`src/sv/fbtg_pkg.sv`:
```
// Shared types, constants and fixed-point helpers for the FSK tone generator.
// Used by every module of the block; depends on nothing else.
package fbtg_pkg;

	localparam int SAMPLES_PER_MS = 8;
	localparam int MAX_SAMPLES    = 8;
	localparam int CNT_W          = $clog2(MAX_SAMPLES);

	localparam int STEP_W = 16;
	localparam int PER_W  = 19;
	localparam int ACC_W  = 20;
	localparam int PH_W   = 18;
	localparam int SMP_W  = 16;
	localparam int CFG_W  = 19;
	localparam int IDX_W  = 3;
	localparam int MUL_W  = 21;
	localparam int PROD_W = 2 * MUL_W;
	localparam int SUM_W  = PROD_W + 1;
	localparam int MAG_W  = 20;

	localparam int PH_MAX  = 131071;
	localparam int PH_MIN  = -131072;
	localparam int SMP_MAX = 32767;
	localparam int SMP_MIN = -32768;

	localparam int CQ_DEPTH = 2;
	localparam int CQ_PTR_W = $clog2(CQ_DEPTH);
	localparam int CQ_CNT_W = $clog2(CQ_DEPTH + 1);
	localparam int RQ_DEPTH = 2;
	localparam int RQ_PTR_W = $clog2(RQ_DEPTH);
	localparam int RQ_CNT_W = $clog2(RQ_DEPTH + 1);

	localparam logic [ACC_W-1:0]          ONE_SAMPLE = ACC_W'(65536);
	localparam logic signed [PH_W-1:0]    PH_ONE     = PH_W'(65536);
	localparam logic signed [MUL_W-1:0]   CORR_TWO   = MUL_W'(131072);
	localparam logic [CNT_W-1:0]          MS_LAST    = CNT_W'(SAMPLES_PER_MS - 1);
	localparam logic [CNT_W-1:0]          BAUD_LAST  = CNT_W'(MAX_SAMPLES - 1);

	localparam logic [1:0] MODE_DATA    = 2'd0;
	localparam logic [1:0] MODE_MS      = 2'd1;
	localparam logic [1:0] MODE_RESTART = 2'd2;

	localparam logic [IDX_W-1:0] CFG_MARK_RE  = 3'd0;
	localparam logic [IDX_W-1:0] CFG_MARK_IM  = 3'd1;
	localparam logic [IDX_W-1:0] CFG_SPACE_RE = 3'd2;
	localparam logic [IDX_W-1:0] CFG_SPACE_IM = 3'd3;
	localparam logic [IDX_W-1:0] CFG_PERIOD   = 3'd4;

	typedef enum logic [1:0] {
		CMD_DATA,
		CMD_MS,
		CMD_RESTART
	} cmd_kind_t;

	typedef struct packed {
		cmd_kind_t kind;
		logic      mark;
	} cmd_t;

	typedef struct packed {
		logic signed [STEP_W-1:0] mark_re;
		logic signed [STEP_W-1:0] mark_im;
		logic signed [STEP_W-1:0] space_re;
		logic signed [STEP_W-1:0] space_im;
		logic [PER_W-1:0]         period;
	} cfg_t;

	typedef struct packed {
		logic signed [SMP_W-1:0] sample;
		logic                    last;
	} res_t;

	typedef enum logic [2:0] {
		ST_IDLE,
		ST_ROT_RE,
		ST_ROT_IM,
		ST_ROT_SUM,
		ST_SQUARE,
		ST_CORR,
		ST_SCALE,
		ST_EMIT
	} eng_state_t;

	localparam cfg_t CFG_RESET = '{
		mark_re:  STEP_W'(19261),
		mark_im:  STEP_W'(26510),
		space_re: STEP_W'(-5126),
		space_im: STEP_W'(32365),
		period:   PER_W'(436907)
	};

	// Round half up by sh bits, then saturate to the phasor range.
	function automatic logic signed [PH_W-1:0] rnd_sat_ph(
		input logic signed [SUM_W-1:0] x,
		input int unsigned             sh
	);
		logic signed [SUM_W-1:0] t;
		t = x + signed'(SUM_W'(1) << (sh - 1));
		t = t >>> sh;
		if (t > signed'(SUM_W'(PH_MAX))) begin
			return PH_W'(PH_MAX);
		end else if (t < signed'(SUM_W'(PH_MIN))) begin
			return PH_W'(PH_MIN);
		end
		return PH_W'(t);
	endfunction

	// Round the Q2.16 real part to Q1.15 and saturate to the sample range.
	function automatic logic signed [SMP_W-1:0] to_sample(input logic signed [PH_W-1:0] p);
		logic signed [PH_W:0] t;
		t = (PH_W + 1)'(p) + (PH_W + 1)'(1);
		t = t >>> 1;
		if (t > signed'((PH_W + 1)'(SMP_MAX))) begin
			return SMP_W'(SMP_MAX);
		end else if (t < signed'((PH_W + 1)'(SMP_MIN))) begin
			return SMP_W'(SMP_MIN);
		end
		return SMP_W'(t);
	endfunction

endpackage

```
`src/sv/fsk_baud_tone_generator.sv`:
```
// Top level of the FSK tone generator: configuration registers and the
// front, engine and result queue. Depends on fbtg_pkg and the fbtg_* modules.
//
// Usage. Commands enter as queue transactions (push/full) carrying mode and
// bit_level: a data baud emits one baud of mark or space tone, a mark
// millisecond emits eight mark samples, a restart clears the baud timer and
// emits nothing, and the unused mode code is taken and dropped. Samples leave
// as queue transactions (empty/pop); last_sample marks the final sample of a
// command. Configuration writes use cfg_valid/cfg_ready (always ready) with
// cfg_index and cfg_data, and must be made only while the block is idle; the
// block itself does not enforce this. Each sample runs through the states
// ROT_RE, ROT_IM, ROT_SUM, SQUARE, CORR, SCALE and EMIT, which rotate and
// renormalize the phasor on two shared multipliers; a command holds the
// engine until its final sample is pushed. Two-entry command and result
// queues let input and output stall independently. When the receiver stops
// popping, the engine holds its finished sample and then the command queue
// fills. Reset restores the default tone steps and baud period, the unit
// phasor and a zero baud timer, and empties both queues.
module fsk_baud_tone_generator (
	input  logic                                      clk,
	input  logic                                      arst_n,
	input  logic                                      push,
	input  logic [1:0]                                mode,
	input  logic                                      bit_level,
	output logic                                      full,
	output logic                                      empty,
	input  logic                                      pop,
	output logic signed [fbtg_pkg::SMP_W-1:0]         sample,
	output logic                                      last_sample,
	input  logic                                      cfg_valid,
	output logic                                      cfg_ready,
	input  logic [fbtg_pkg::IDX_W-1:0]                cfg_index,
	input  logic [fbtg_pkg::CFG_W-1:0]                cfg_data
);
	import fbtg_pkg::*;

	cfg_t cfg_q;
	cmd_t cmd;
	logic cmd_valid;
	logic cmd_pop;
	logic res_full;
	logic res_push;
	res_t res;
	res_t head;

	assign cfg_ready = 1'b1;

	always_ff @(posedge clk or negedge arst_n) begin
		if (!arst_n) begin
			cfg_q <= CFG_RESET;
		end else if (cfg_valid && cfg_ready) begin
			case (cfg_index)
				CFG_MARK_RE:  cfg_q.mark_re  <= cfg_data[STEP_W-1:0];
				CFG_MARK_IM:  cfg_q.mark_im  <= cfg_data[STEP_W-1:0];
				CFG_SPACE_RE: cfg_q.space_re <= cfg_data[STEP_W-1:0];
				CFG_SPACE_IM: cfg_q.space_im <= cfg_data[STEP_W-1:0];
				CFG_PERIOD:   cfg_q.period   <= cfg_data[PER_W-1:0];
				default: begin
				end
			endcase
		end
	end

	fbtg_front u_front (
		.clk       (clk),
		.arst_n    (arst_n),
		.push      (push),
		.mode      (mode),
		.bit_level (bit_level),
		.full      (full),
		.cmd_valid (cmd_valid),
		.cmd       (cmd),
		.cmd_pop   (cmd_pop)
	);

	fbtg_engine u_engine (
		.clk       (clk),
		.arst_n    (arst_n),
		.cfg       (cfg_q),
		.cmd_valid (cmd_valid),
		.cmd       (cmd),
		.cmd_pop   (cmd_pop),
		.res_full  (res_full),
		.res_push  (res_push),
		.res       (res)
	);

	fbtg_outq u_outq (
		.clk      (clk),
		.arst_n   (arst_n),
		.res_push (res_push),
		.res      (res),
		.res_full (res_full),
		.empty    (empty),
		.pop      (pop),
		.head     (head)
	);

	assign sample      = head.sample;
	assign last_sample = head.last;

endmodule

```
`src/sv/fbtg_front.sv`:
```
// Front end of the tone generator: takes input transactions, classifies the mode
// and holds the resulting commands in a short queue. Depends on fbtg_pkg.
module fbtg_front (
	input  logic          clk,
	input  logic          arst_n,
	input  logic          push,
	input  logic [1:0]    mode,
	input  logic          bit_level,
	output logic          full,
	output logic          cmd_valid,
	output fbtg_pkg::cmd_t cmd,
	input  logic          cmd_pop
);
	import fbtg_pkg::*;

	cmd_t                cq_q [CQ_DEPTH];
	logic [CQ_PTR_W-1:0] wr_ptr_q;
	logic [CQ_PTR_W-1:0] rd_ptr_q;
	logic [CQ_CNT_W-1:0] cnt_q;
	logic                keep;
	cmd_t                cls;
	logic                wr_en;
	logic                rd_en;

	always_comb begin
		keep     = 1'b1;
		cls.kind = CMD_DATA;
		cls.mark = bit_level;
		case (mode)
			MODE_DATA: begin
				cls.kind = CMD_DATA;
			end
			MODE_MS: begin
				cls.kind = CMD_MS;
				cls.mark = 1'b1;
			end
			MODE_RESTART: begin
				cls.kind = CMD_RESTART;
			end
			default: begin
				keep = 1'b0;
			end
		endcase
	end

	assign full      = (cnt_q == CQ_CNT_W'(CQ_DEPTH));
	assign cmd_valid = (cnt_q != '0);
	assign cmd       = cq_q[rd_ptr_q];
	assign wr_en     = push && !full && keep;
	assign rd_en     = cmd_pop && cmd_valid;

	always_ff @(posedge clk or negedge arst_n) begin
		if (!arst_n) begin
			wr_ptr_q <= '0;
			rd_ptr_q <= '0;
			cnt_q    <= '0;
		end else begin
			if (wr_en) begin
				wr_ptr_q <= wr_ptr_q + CQ_PTR_W'(1);
			end
			if (rd_en) begin
				rd_ptr_q <= rd_ptr_q + CQ_PTR_W'(1);
			end
			if (wr_en && !rd_en) begin
				cnt_q <= cnt_q + CQ_CNT_W'(1);
			end else if (rd_en && !wr_en) begin
				cnt_q <= cnt_q - CQ_CNT_W'(1);
			end
		end
	end

	always_ff @(posedge clk) begin
		if (wr_en) begin
			cq_q[wr_ptr_q] <= cls;
		end
	end

endmodule

```
`src/sv/fbtg_engine.sv`:
```
// Back end of the tone generator: rotates and renormalizes the phasor once per
// sample on two shared multipliers and runs the baud timer. Depends on fbtg_pkg.
module fbtg_engine (
	input  logic           clk,
	input  logic           arst_n,
	input  fbtg_pkg::cfg_t cfg,
	input  logic           cmd_valid,
	input  fbtg_pkg::cmd_t cmd,
	output logic           cmd_pop,
	input  logic           res_full,
	output logic           res_push,
	output fbtg_pkg::res_t res
);
	import fbtg_pkg::*;

	eng_state_t               state_q;
	eng_state_t               state_d;
	cmd_kind_t                kind_q;
	logic                     mark_q;
	logic [CNT_W-1:0]         cnt_q;
	logic signed [PH_W-1:0]   cr_q;
	logic signed [PH_W-1:0]   ci_q;
	logic [ACC_W-1:0]         acc_q;
	logic signed [PH_W-1:0]   nr_q;
	logic signed [PH_W-1:0]   ni_q;
	logic signed [MUL_W-1:0]  corr_q;
	logic signed [PROD_W-1:0] pa_q;
	logic signed [PROD_W-1:0] pb_q;

	logic signed [STEP_W-1:0] dr;
	logic signed [STEP_W-1:0] di;
	logic signed [MUL_W-1:0]  a0, a1, b0, b1;
	logic                     mul_en;
	logic signed [SUM_W-1:0]  sum_diff;
	logic signed [SUM_W-1:0]  sum_add;
	logic [SUM_W-1:0]         mag_sum;
	logic [MAG_W-1:0]         mag;
	logic signed [PH_W-1:0]   nr_fin;
	logic signed [PH_W-1:0]   ni_fin;
	logic [ACC_W-1:0]         period_eff;
	logic [ACC_W-1:0]         acc_inc;
	logic                     baud_end;
	logic                     last;

	assign dr = mark_q ? cfg.mark_re : cfg.space_re;
	assign di = mark_q ? cfg.mark_im : cfg.space_im;

	assign sum_diff = SUM_W'(pa_q) - SUM_W'(pb_q);
	assign sum_add  = SUM_W'(pa_q) + SUM_W'(pb_q);
	assign mag_sum  = unsigned'(sum_add) + SUM_W'(32768);
	assign mag      = mag_sum[16 +: MAG_W];
	assign nr_fin   = rnd_sat_ph(SUM_W'(pa_q), 16);
	assign ni_fin   = rnd_sat_ph(SUM_W'(pb_q), 16);

	assign period_eff = ({1'b0, cfg.period} < ONE_SAMPLE) ? ONE_SAMPLE : {1'b0, cfg.period};
	assign acc_inc    = acc_q + ONE_SAMPLE;
	assign baud_end   = (acc_inc > period_eff);
	assign last       = (kind_q == CMD_DATA) ? (baud_end || (cnt_q == BAUD_LAST))
	                                         : (cnt_q == MS_LAST);

	assign res.sample = to_sample(nr_fin);
	assign res.last   = last;

	always_comb begin
		state_d = state_q;
		case (state_q)
			ST_IDLE: begin
				if (cmd_valid && (cmd.kind != CMD_RESTART)) begin
					state_d = ST_ROT_RE;
				end
			end
			ST_ROT_RE:  state_d = ST_ROT_IM;
			ST_ROT_IM:  state_d = ST_ROT_SUM;
			ST_ROT_SUM: state_d = ST_SQUARE;
			ST_SQUARE:  state_d = ST_CORR;
			ST_CORR:    state_d = ST_SCALE;
			ST_SCALE:   state_d = ST_EMIT;
			ST_EMIT: begin
				if (!res_full) begin
					state_d = last ? ST_IDLE : ST_ROT_RE;
				end
			end
			default:    state_d = ST_IDLE;
		endcase
	end

	always_comb begin
		cmd_pop  = (state_q == ST_IDLE) && cmd_valid;
		res_push = (state_q == ST_EMIT) && !res_full;
		mul_en   = 1'b1;
		a0       = '0;
		a1       = '0;
		b0       = '0;
		b1       = '0;
		case (state_q)
			ST_ROT_RE: begin
				a0 = MUL_W'(cr_q);
				a1 = MUL_W'(dr);
				b0 = MUL_W'(ci_q);
				b1 = MUL_W'(di);
			end
			ST_ROT_IM: begin
				a0 = MUL_W'(cr_q);
				a1 = MUL_W'(di);
				b0 = MUL_W'(ci_q);
				b1 = MUL_W'(dr);
			end
			ST_SQUARE: begin
				a0 = MUL_W'(nr_q);
				a1 = MUL_W'(nr_q);
				b0 = MUL_W'(ni_q);
				b1 = MUL_W'(ni_q);
			end
			ST_SCALE: begin
				a0 = MUL_W'(nr_q);
				a1 = corr_q;
				b0 = MUL_W'(ni_q);
				b1 = corr_q;
			end
			default: begin
				mul_en = 1'b0;
			end
		endcase
	end

	always_ff @(posedge clk or negedge arst_n) begin
		if (!arst_n) begin
			state_q <= ST_IDLE;
			kind_q  <= CMD_DATA;
			mark_q  <= 1'b0;
			cnt_q   <= '0;
			cr_q    <= PH_ONE;
			ci_q    <= '0;
			acc_q   <= '0;
		end else begin
			state_q <= state_d;
			if (cmd_pop) begin
				kind_q <= cmd.kind;
				mark_q <= cmd.mark;
				cnt_q  <= '0;
				if (cmd.kind == CMD_RESTART) begin
					acc_q <= '0;
				end
			end
			if (res_push) begin
				cr_q  <= nr_fin;
				ci_q  <= ni_fin;
				cnt_q <= cnt_q + CNT_W'(1);
				if (kind_q == CMD_DATA) begin
					acc_q <= baud_end ? (acc_inc - period_eff) : acc_inc;
				end
			end
		end
	end

	always_ff @(posedge clk) begin
		if (mul_en) begin
			pa_q <= a0 * a1;
			pb_q <= b0 * b1;
		end
		if (state_q == ST_ROT_IM) begin
			nr_q <= rnd_sat_ph(sum_diff, 15);
		end
		if (state_q == ST_ROT_SUM) begin
			ni_q <= rnd_sat_ph(sum_add, 15);
		end
		if (state_q == ST_CORR) begin
			corr_q <= CORR_TWO - signed'({1'b0, mag});
		end
	end

`ifndef SYNTHESIS
	a_phasor_hold: assert property (@(posedge clk) disable iff (!arst_n)
		!res_push |=> $stable(cr_q) && $stable(ci_q))
		else $error("phasor changed without a sample transaction");
	a_pop_start: assert property (@(posedge clk) disable iff (!arst_n)
		cmd_pop |=> (state_q == ST_IDLE) || (state_q == ST_ROT_RE))
		else $error("command taken outside idle");
	a_last_idle: assert property (@(posedge clk) disable iff (!arst_n)
		res_push && res.last |=> (state_q == ST_IDLE))
		else $error("engine kept running after the final sample");
`endif

endmodule

```
`src/sv/fbtg_outq.sv`:
```
// Result queue of the tone generator: holds finished samples until the
// receiver takes them. Depends on fbtg_pkg.
module fbtg_outq (
	input  logic           clk,
	input  logic           arst_n,
	input  logic           res_push,
	input  fbtg_pkg::res_t res,
	output logic           res_full,
	output logic           empty,
	input  logic           pop,
	output fbtg_pkg::res_t head
);
	import fbtg_pkg::*;

	res_t                rq_q [RQ_DEPTH];
	logic [RQ_PTR_W-1:0] wr_ptr_q;
	logic [RQ_PTR_W-1:0] rd_ptr_q;
	logic [RQ_CNT_W-1:0] cnt_q;
	logic                wr_en;
	logic                rd_en;

	assign res_full = (cnt_q == RQ_CNT_W'(RQ_DEPTH));
	assign empty    = (cnt_q == '0);
	assign head     = rq_q[rd_ptr_q];
	assign wr_en    = res_push && !res_full;
	assign rd_en    = pop && !empty;

	always_ff @(posedge clk or negedge arst_n) begin
		if (!arst_n) begin
			wr_ptr_q <= '0;
			rd_ptr_q <= '0;
			cnt_q    <= '0;
		end else begin
			if (wr_en) begin
				wr_ptr_q <= wr_ptr_q + RQ_PTR_W'(1);
			end
			if (rd_en) begin
				rd_ptr_q <= rd_ptr_q + RQ_PTR_W'(1);
			end
			if (wr_en && !rd_en) begin
				cnt_q <= cnt_q + RQ_CNT_W'(1);
			end else if (rd_en && !wr_en) begin
				cnt_q <= cnt_q - RQ_CNT_W'(1);
			end
		end
	end

	always_ff @(posedge clk) begin
		if (wr_en) begin
			rq_q[wr_ptr_q] <= res;
		end
	end

`ifndef SYNTHESIS
	a_count_bound: assert property (@(posedge clk) disable iff (!arst_n)
		cnt_q <= RQ_CNT_W'(RQ_DEPTH))
		else $error("result queue count beyond its depth");
	a_push_room: assert property (@(posedge clk) disable iff (!arst_n)
		res_push |-> !res_full)
		else $error("result written into a full queue");
	a_head_hold: assert property (@(posedge clk) disable iff (!arst_n)
		!empty && !pop |=> !empty && $stable(head))
		else $error("waiting result changed before its transaction");
`endif

endmodule
```
`config.mk`:
```
export PLATFORM = sky130hd
export DESIGN_NAME = fsk_baud_tone_generator
export DESIGN_NICKNAME = d
export VERILOG_FILES = /design/src/sv/fbtg_pkg.sv /design/src/sv/fsk_baud_tone_generator.sv /design/src/sv/fbtg_front.sv /design/src/sv/fbtg_engine.sv /design/src/sv/fbtg_outq.sv
export SDC_FILE = /design/constraint.sdc
export NUM_CORES = 2
export LEC_CHECK = 0
export BUFFER_PORTS_ARGS = -buffer_cell sky130_fd_sc_hd__buf_2
export CORE_MARGIN = 1.5
export CORE_UTILIZATION = 60
export CTS_CLUSTER_SIZE = 30
export DETAILED_ROUTE_END_ITERATION = 8
export PLACE_DENSITY = 0.83
export RECOVER_POWER = 100
export SETUP_SLACK_MARGIN = 0.2
export SYNTH_ARGS = -nofsm -noshare
export SYNTH_HDL_FRONTEND = slang
export SYNTH_SLANG_ARGS = --single-unit
```
`constraint.sdc`:
```
create_clock -name clk -period 9.9 [get_ports clk]
set_input_delay 0.495 -clock clk [delete_from_list [all_inputs] [get_ports clk]]
set_output_delay 0.495 -clock clk [all_outputs]
set_load 0.02 [all_outputs]
```
After elaboration in Yosys (flattened, before gate mapping)
Memory sizes are Yosys's and may differ from the RTL's. Index checks and enable logic that the tools add are counted.

Register bits after elaboration: 297. Bits in latches: 0. Memory bits (writable): 40. ROM bits: 0. Output and inout bits: 20. Logic and storage cells: 176. Memories kept: 2.

Memories: u_outq.rq_q (depth 2, width 17, read ports 1, clocked after Yosys merged registers in 0, wr ports 1, line fbtg_outq.sv:15) `res_t rq_q [RQ_DEPTH];`; u_front.cq_q (depth 2, width 3, read ports 1, clocked after Yosys merged registers in 0, wr ports 1, line fbtg_front.sv:16) `cmd_t cq_q [CQ_DEPTH];`.

$add $sub $neg: 20. Multiply operators: 2. Divide/modulo/power cells: 0. Magnitude comparators: 12. Equality and inequality tests: 20. Shifts and indexed selects: 0. Mux-type cells: 58. Bitwise gates (word level): 0. Reduce and logical (&&, ||, !) cells: 39.

Operators with widths (count): two-way mux 18 bit (12); case mux 21 bit (4 select lines) (2); two-way mux 20 bit (5); adder 42 x 17 -> 43 bit, second input constant (2); adder 43 x 16 -> 43 bit, second input constant (2); multiplier 21 x 21 -> 42 bit (2); case mux 21 bit (2 select lines) (2); two-way mux 16 bit (5); greater-than comparator 28 x 18 -> 1 bit, second input constant (2); < comparator 28 x 18 -> 1 bit, second input constant (2); greater-than comparator 27 x 18 -> 1 bit, second input constant (2); < comparator 27 x 18 -> 1 bit, second input constant (2); adder 42 x 42 -> 43 bit (1); subtractor 42 x 42 -> 43 bit (1); adder 36 x 16 -> 36 bit, second input constant (1); case mux 3 bit (8 select lines) (1); two-way mux 1 bit (21); subtractor 18 x 20 -> 21 bit, first input constant (1); adder 20 x 17 -> 20 bit, second input constant (1); greater-than comparator 20 bit (1); subtractor 20 bit (1); adder 18 x 2 -> 19 bit, second input constant (1); < comparator 19 x 17 -> 1 bit, second input constant (1); two-way mux 19 bit (1); other kinds (26) (79).

Depth between registers and ports, before layout
Word-level depth: 10. Mapped depth: 38. Gate-level depth less buffers: 34.

Cells and area by module
From an unflattened synthesis, not the netlist that was laid out.

Cells, all modules: 5715. Area total of the unflattened synthesis: 52907.0 µm².

Modules (own cells, without submodules): fbtg_engine (times used 1, cells an instance 5430, area an instance 47717.0 µm²); fsk_baud_tone_generator (times used 1, cells an instance 181, area an instance 3255.6 µm²); fbtg_outq (times used 1, cells an instance 72, area an instance 1473.9 µm²); fbtg_front (times used 1, cells an instance 32, area an instance 460.4 µm²).

Worst setup path before layout
Ideal clock, no wire load.

Path kind: register -> register. From: register u_engine.state_q[1]. To: register u_engine.pb_q[41], data pin. Setup time: 260 ps. Arrival time: 9263 ps. Path slack: 377 ps. Cell stages (with the launch flop): 37. Cell sequence: dfrtp_1 clkbuf_1 nand2b_1 or2_2 clkbuf_1 inv_2 buf_1 nand2_1 o221ai_1 clkbuf_1 nand2_1 fa_1 inv_1 fa_1 inv_1 fa_1 inv_1 fa_1 fa_1 fa_1 inv_1 fa_1 inv_1 ha_1 a21o_1 a21o_1 a21oi_1 o22ai_1 a41o_1 a221o_1 nand2_1 a21boi_0 a211oi_1 o21ai_0 a211o_1 a21oi_1 xnor2_1.

Longest elaborated chain between the ends: 4.

Ends and longest elaborated chain: from (decl) (line fbtg_engine.sv:16) `eng_state_t state_q;`; from (signal assigned) (line fbtg_engine.sv:136) `state_q <= state_d;`; equality test 3 bit (tied with other cells) (line fbtg_engine.sv:95) `case (state_q)`; OR reduction 2 bit (no source line); case mux 21 bit (2 select lines) (line fbtg_engine.sv:95); multiplier 21 x 21 -> 42 bit (*) (line fbtg_engine.sv:159) `pb_q <= b0 * b1;`; to (signal assigned) (line fbtg_engine.sv:159); to (decl) (line fbtg_engine.sv:28) `logic signed [PROD_W-1:0] pb_q;`.

Mark *: on every way between the ends. The rest lies on a longest branch, timed or not. A chain may end at the register's enable or synchronous reset.

Worst setup path after layout
From: register u_engine.state_q[0]. To: register u_engine.pa_q[41], data pin.

Longest elaborated chain between the ends: 4.

Ends and longest elaborated chain: equality test 3 bit (tied with other cells) (line fbtg_engine.sv:95); OR reduction 2 bit (no source line); case mux 21 bit (2 select lines) (line fbtg_engine.sv:95); multiplier 21 x 21 -> 42 bit (*) (line fbtg_engine.sv:158) `pa_q <= a0 * a1;`; to (signal assigned) (line fbtg_engine.sv:158); to (decl) (line fbtg_engine.sv:27) `logic signed [PROD_W-1:0] pa_q;`.

Marks and branches as above.

==> results_dict.tcl <==
set metrics [dict create \
    cts-buffers-inserted 37 \
    finalCriticalPeriod_ns 9.53 \
    pin_count 50 \
    final_nets 6896 \
    drive_gt1_share_pct 8.33 \
    cap_violations 9 \
    gp_congestion 0.999 \
    cts_root_buf "clkbuf_16" \
    cp.arrival_ns 9.84 \
    worst_setup_path_end_kind "flip-flop" \
    cts.sinks 337 \
    tns_ns 0 \
    cts_buffer_depth 3 \
    netlist_area_sq_um 52100 \
    min_period_over_period_pct 96.2 \
    cp_slowest_stage_delay_ns 0.67 \
    wire_per_inst_microns 21.5 \
    rsz0062_at_grt "true" \
    grt_pass1_wl_microns 232000 \
    synthArstFlopShare_pct 46.3 \
    rows 107 \
    slew_violations 360 \
    yosys_warnings 0 \
    die_x_microns 298 \
    antenna_found_initial 1 \
    ys_ff_latch 337 \
    routed_wirelength_microns 147000 \
    clock.fmax_mhz 105 \
    crit_type "reg2reg" \
    drc 0 \
    postRouteAntennaNets 0 \
    start_util_pct 60.9 \
    syn2layout_area_growth_pct 6.53 \
    crit_top_cell "fa_1" \
    fillCellCount 6797 \
    overflow 0 \
    dp_hpwl_microns 120000 \
    hp-class "in2reg" \
    grt_use_total_pct 33.9 \
    dr.pass1.iters 9 \
    synthCells 5596 \
    viasPerCell 5.99 \
    hold_viol_final 0 \
    vias 40900 \
    synthesis.nets 6831 \
    required_ns 10.22 \
    die_y_microns 298 \
    antenna_cells 0 \
    drt_iter0_markers 3703 \
    critPathLaunchType "flip-flop" \
    critPathMaxFanout 19 \
    grt_max_degree 103 \
    tritoncts "yes" \
    die_area_sq_um 88500 \
    syn_area_per_cell_sq_um 9.30 \
    ys_types 104 \
    worst_pin_slew_ns 5.37 \
    violations "max-capacitance violations, max-slew violations" \
    slowest_stage "o221ai_1" \
    slew_headroom_pct -258 \
    skew_ns 0.0563 \
    synth_edf_count 181 \
    ys_seq_area_share_pct 18.1 \
    cts_hold_buffers 0 \
    first_global_vias 42500 \
    status "finished, violations left" \
    htree_levels 2 \
    ys.flop_type "edfxtp_1" \
    setup_violations 0 \
    core_sq_um 85500 \
    clk_pin_slew_ns 0.07 \
    clock_latency_ns 0.62 \
    io_buffers 48 \
]
metrics by stage:
step | hold WS (ns) | util [%] | area [sq um] | std cells | setup WS (ns)
2_1_floorplan | 0.199 | - | 52100 | 5596 | 0.377
3_3_place_gp | 0.467 | 63.4 | 54200 | 6760 | 0.339
3_5_place_dp | 0.480 | 63.4 | 54200 | 6760 | 0.0600
4_1_cts | 0.0265 | 64.9 | 55600 | 6832 | 0.194
5_1_grt | 0.164 | 64.8 | 55500 | 6834 | 0.0736
6_report | 0.158 | 64.8 | 55500 | 6834 | 0.372
final timing paths:
path	from	end	slack, ns	cells after the start
min reg2reg	u_engine.acc_q[11]	u_engine.acc_q[11]	0.49	2
max	u_engine.state_q[0]	u_engine.pa_q[41]	0.37	29
max reg2reg	u_engine.state_q[0]	u_engine.pa_q[41]	0.37	29
max in group asynchronous	arst_n	u_engine.state_q[0]	2.78	2
min	cfg_data[17]	cfg_q[17]	0.16	3
min in group asynchronous	arst_n	u_front.rd_ptr_q	1.84	1
worst max-delay path: cells and delay by family (launching register included):
family,cells,cell delay (ns)
simple gates,4,1.04
fa+ha+maj,8,3.64
buf+inv,8,1.15
flops,1,0.54
compound gates,8,2.70
xor+xnor,1,0.15
kinds of logic (layout without fill, tap and decap cells):
group	count (synthesis)	after routing	share of synthesized area, %
and+or+nand+nor	1498	1500	13.0
buffers and inverters	1338	1430	9.69
adders and majority gates	1206	1206	41.0
AOI/OAI and AO/OA	788	788	10.3
DFF	337	337	18.1
xor gates and xnor gates	244	244	4.10
muxes	184	184	3.83
other	1	1	0.00720
registers in the layout, indices dropped and copies added (netlist names), 20 cells and up:
| register | cells |
|---|---|
| cfg_q | 83 |
| u_engine.acc_q | 20 |
| u_engine.corr_q | 21 |
| u_engine.pa_q | 42 |
| u_engine.pb_q | 42 |
| u_outq.rq_q | 34 |
placed cells by master (no fill, tap or decap), types with 39 or more instances in the layout:
master / Yosys / routed
xnor2_1: 173 / 172
and2_1: 59 / 53
ha_1: 370 / 370
nand3_1: 60 / 60
fa_1: 835 / 833
a21oi_1: 186 / 184
nand2_1: 597 / 596
dfrtp_1: 103 / 102
inv_1: 1165 / 1165
a21o_1: 70 / 69
dfstp_2: 53 / 52
mux2_2: 116 / 102
nor2_1: 472 / 471
o21ai_0: 139 / 142
clkbuf_1: 158 / 39
buf_4: 1 / 127
edfxtp_1: 181 / 181
xor2_1: 71 / 71
clkbuf_16: 0 / 39
nand2b_1: 43 / 43
nor3_1: 51 / 51
a22o_1: 43 / 40
mux2i_1: 67 / 67
layer usage:
metal / vias up / track usage (%) / routed length (microns)
met1: 20500 / 44.0 / 55900
met5: - / 0 / 13
met4: 2 / 16.5 / 8720
met3: 495 / 5.46 / 13000
met2: 1958 / 55.5 / 69000
li1: 18000 / - / -
timing repair:
item | in CTS | in global routing
setup buffers | 3 | 1
hold endpoints to repair | 0 | 0
setup endpoints to repair | 7 | 17
resized for setup | 13 | 19
gates cloned | 1 | 1
pin swaps | 1 | 1
area by class of cell:
| type | instances | area (sq um) | share of cell area [%] |
|---|---|---|---|
| clock buffers | 54 | 1090 | 1.97 |
| clock inverters | 14 | 163 | 0.293 |
| inverters | 1167 | 4380 | 7.90 |
| multi-input cells | 3923 | 37700 | 68.0 |
| flip-flops and latches | 337 | 9410 | 17.0 |
| well taps | 1144 | 1430 | 2.58 |
| repair buffers | 195 | 1270 | 2.29 |
synth_stat cells, types with 7 or more instances:
library cell	instances	area share, %
a211oi_1	24	0.35
clkbuf_1	158	1.1
a22oi_1	37	0.53
dfrtp_1	103	5.0
o21ai_0	139	1.3
nand2_1	597	4.3
a31oi_1	24	0.29
nor3b_1	8	0.12
buf_1	7	0.050
a21oi_1	186	1.8
o21ai_2	11	0.19
xnor2_1	173	2.9
ha_1	370	8.9
o21ai_1	10	0.096
nand3_1	60	0.58
a21o_1	70	1.0
nor3_1	51	0.49
xor2_1	71	1.2
and3_1	26	0.31
nand4_1	33	0.40
or2_2	20	0.24
mux2_2	116	2.5
nor2b_1	35	0.42
nor4_1	23	0.28
mux2i_1	67	1.3
fa_1	835	32
a22o_1	43	0.72
o221ai_1	21	0.35
nand2b_1	43	0.52
o22a_1	19	0.32
inv_1	1165	8.4
o211ai_1	17	0.25
dfstp_2	53	2.7
o22ai_1	20	0.24
and2_1	59	0.71
o21a_1	21	0.30
or3_1	15	0.18
nor2_1	472	3.4
edfxtp_1	181	10
and4_1	13	0.22
a21boi_0	12	0.17
o21bai_1	32	0.46
o31ai_1	19	0.27
Power is left out: the tool's default activity adds up to more than one toggle a clock period on the data nets, which glitch-free logic cannot reach.
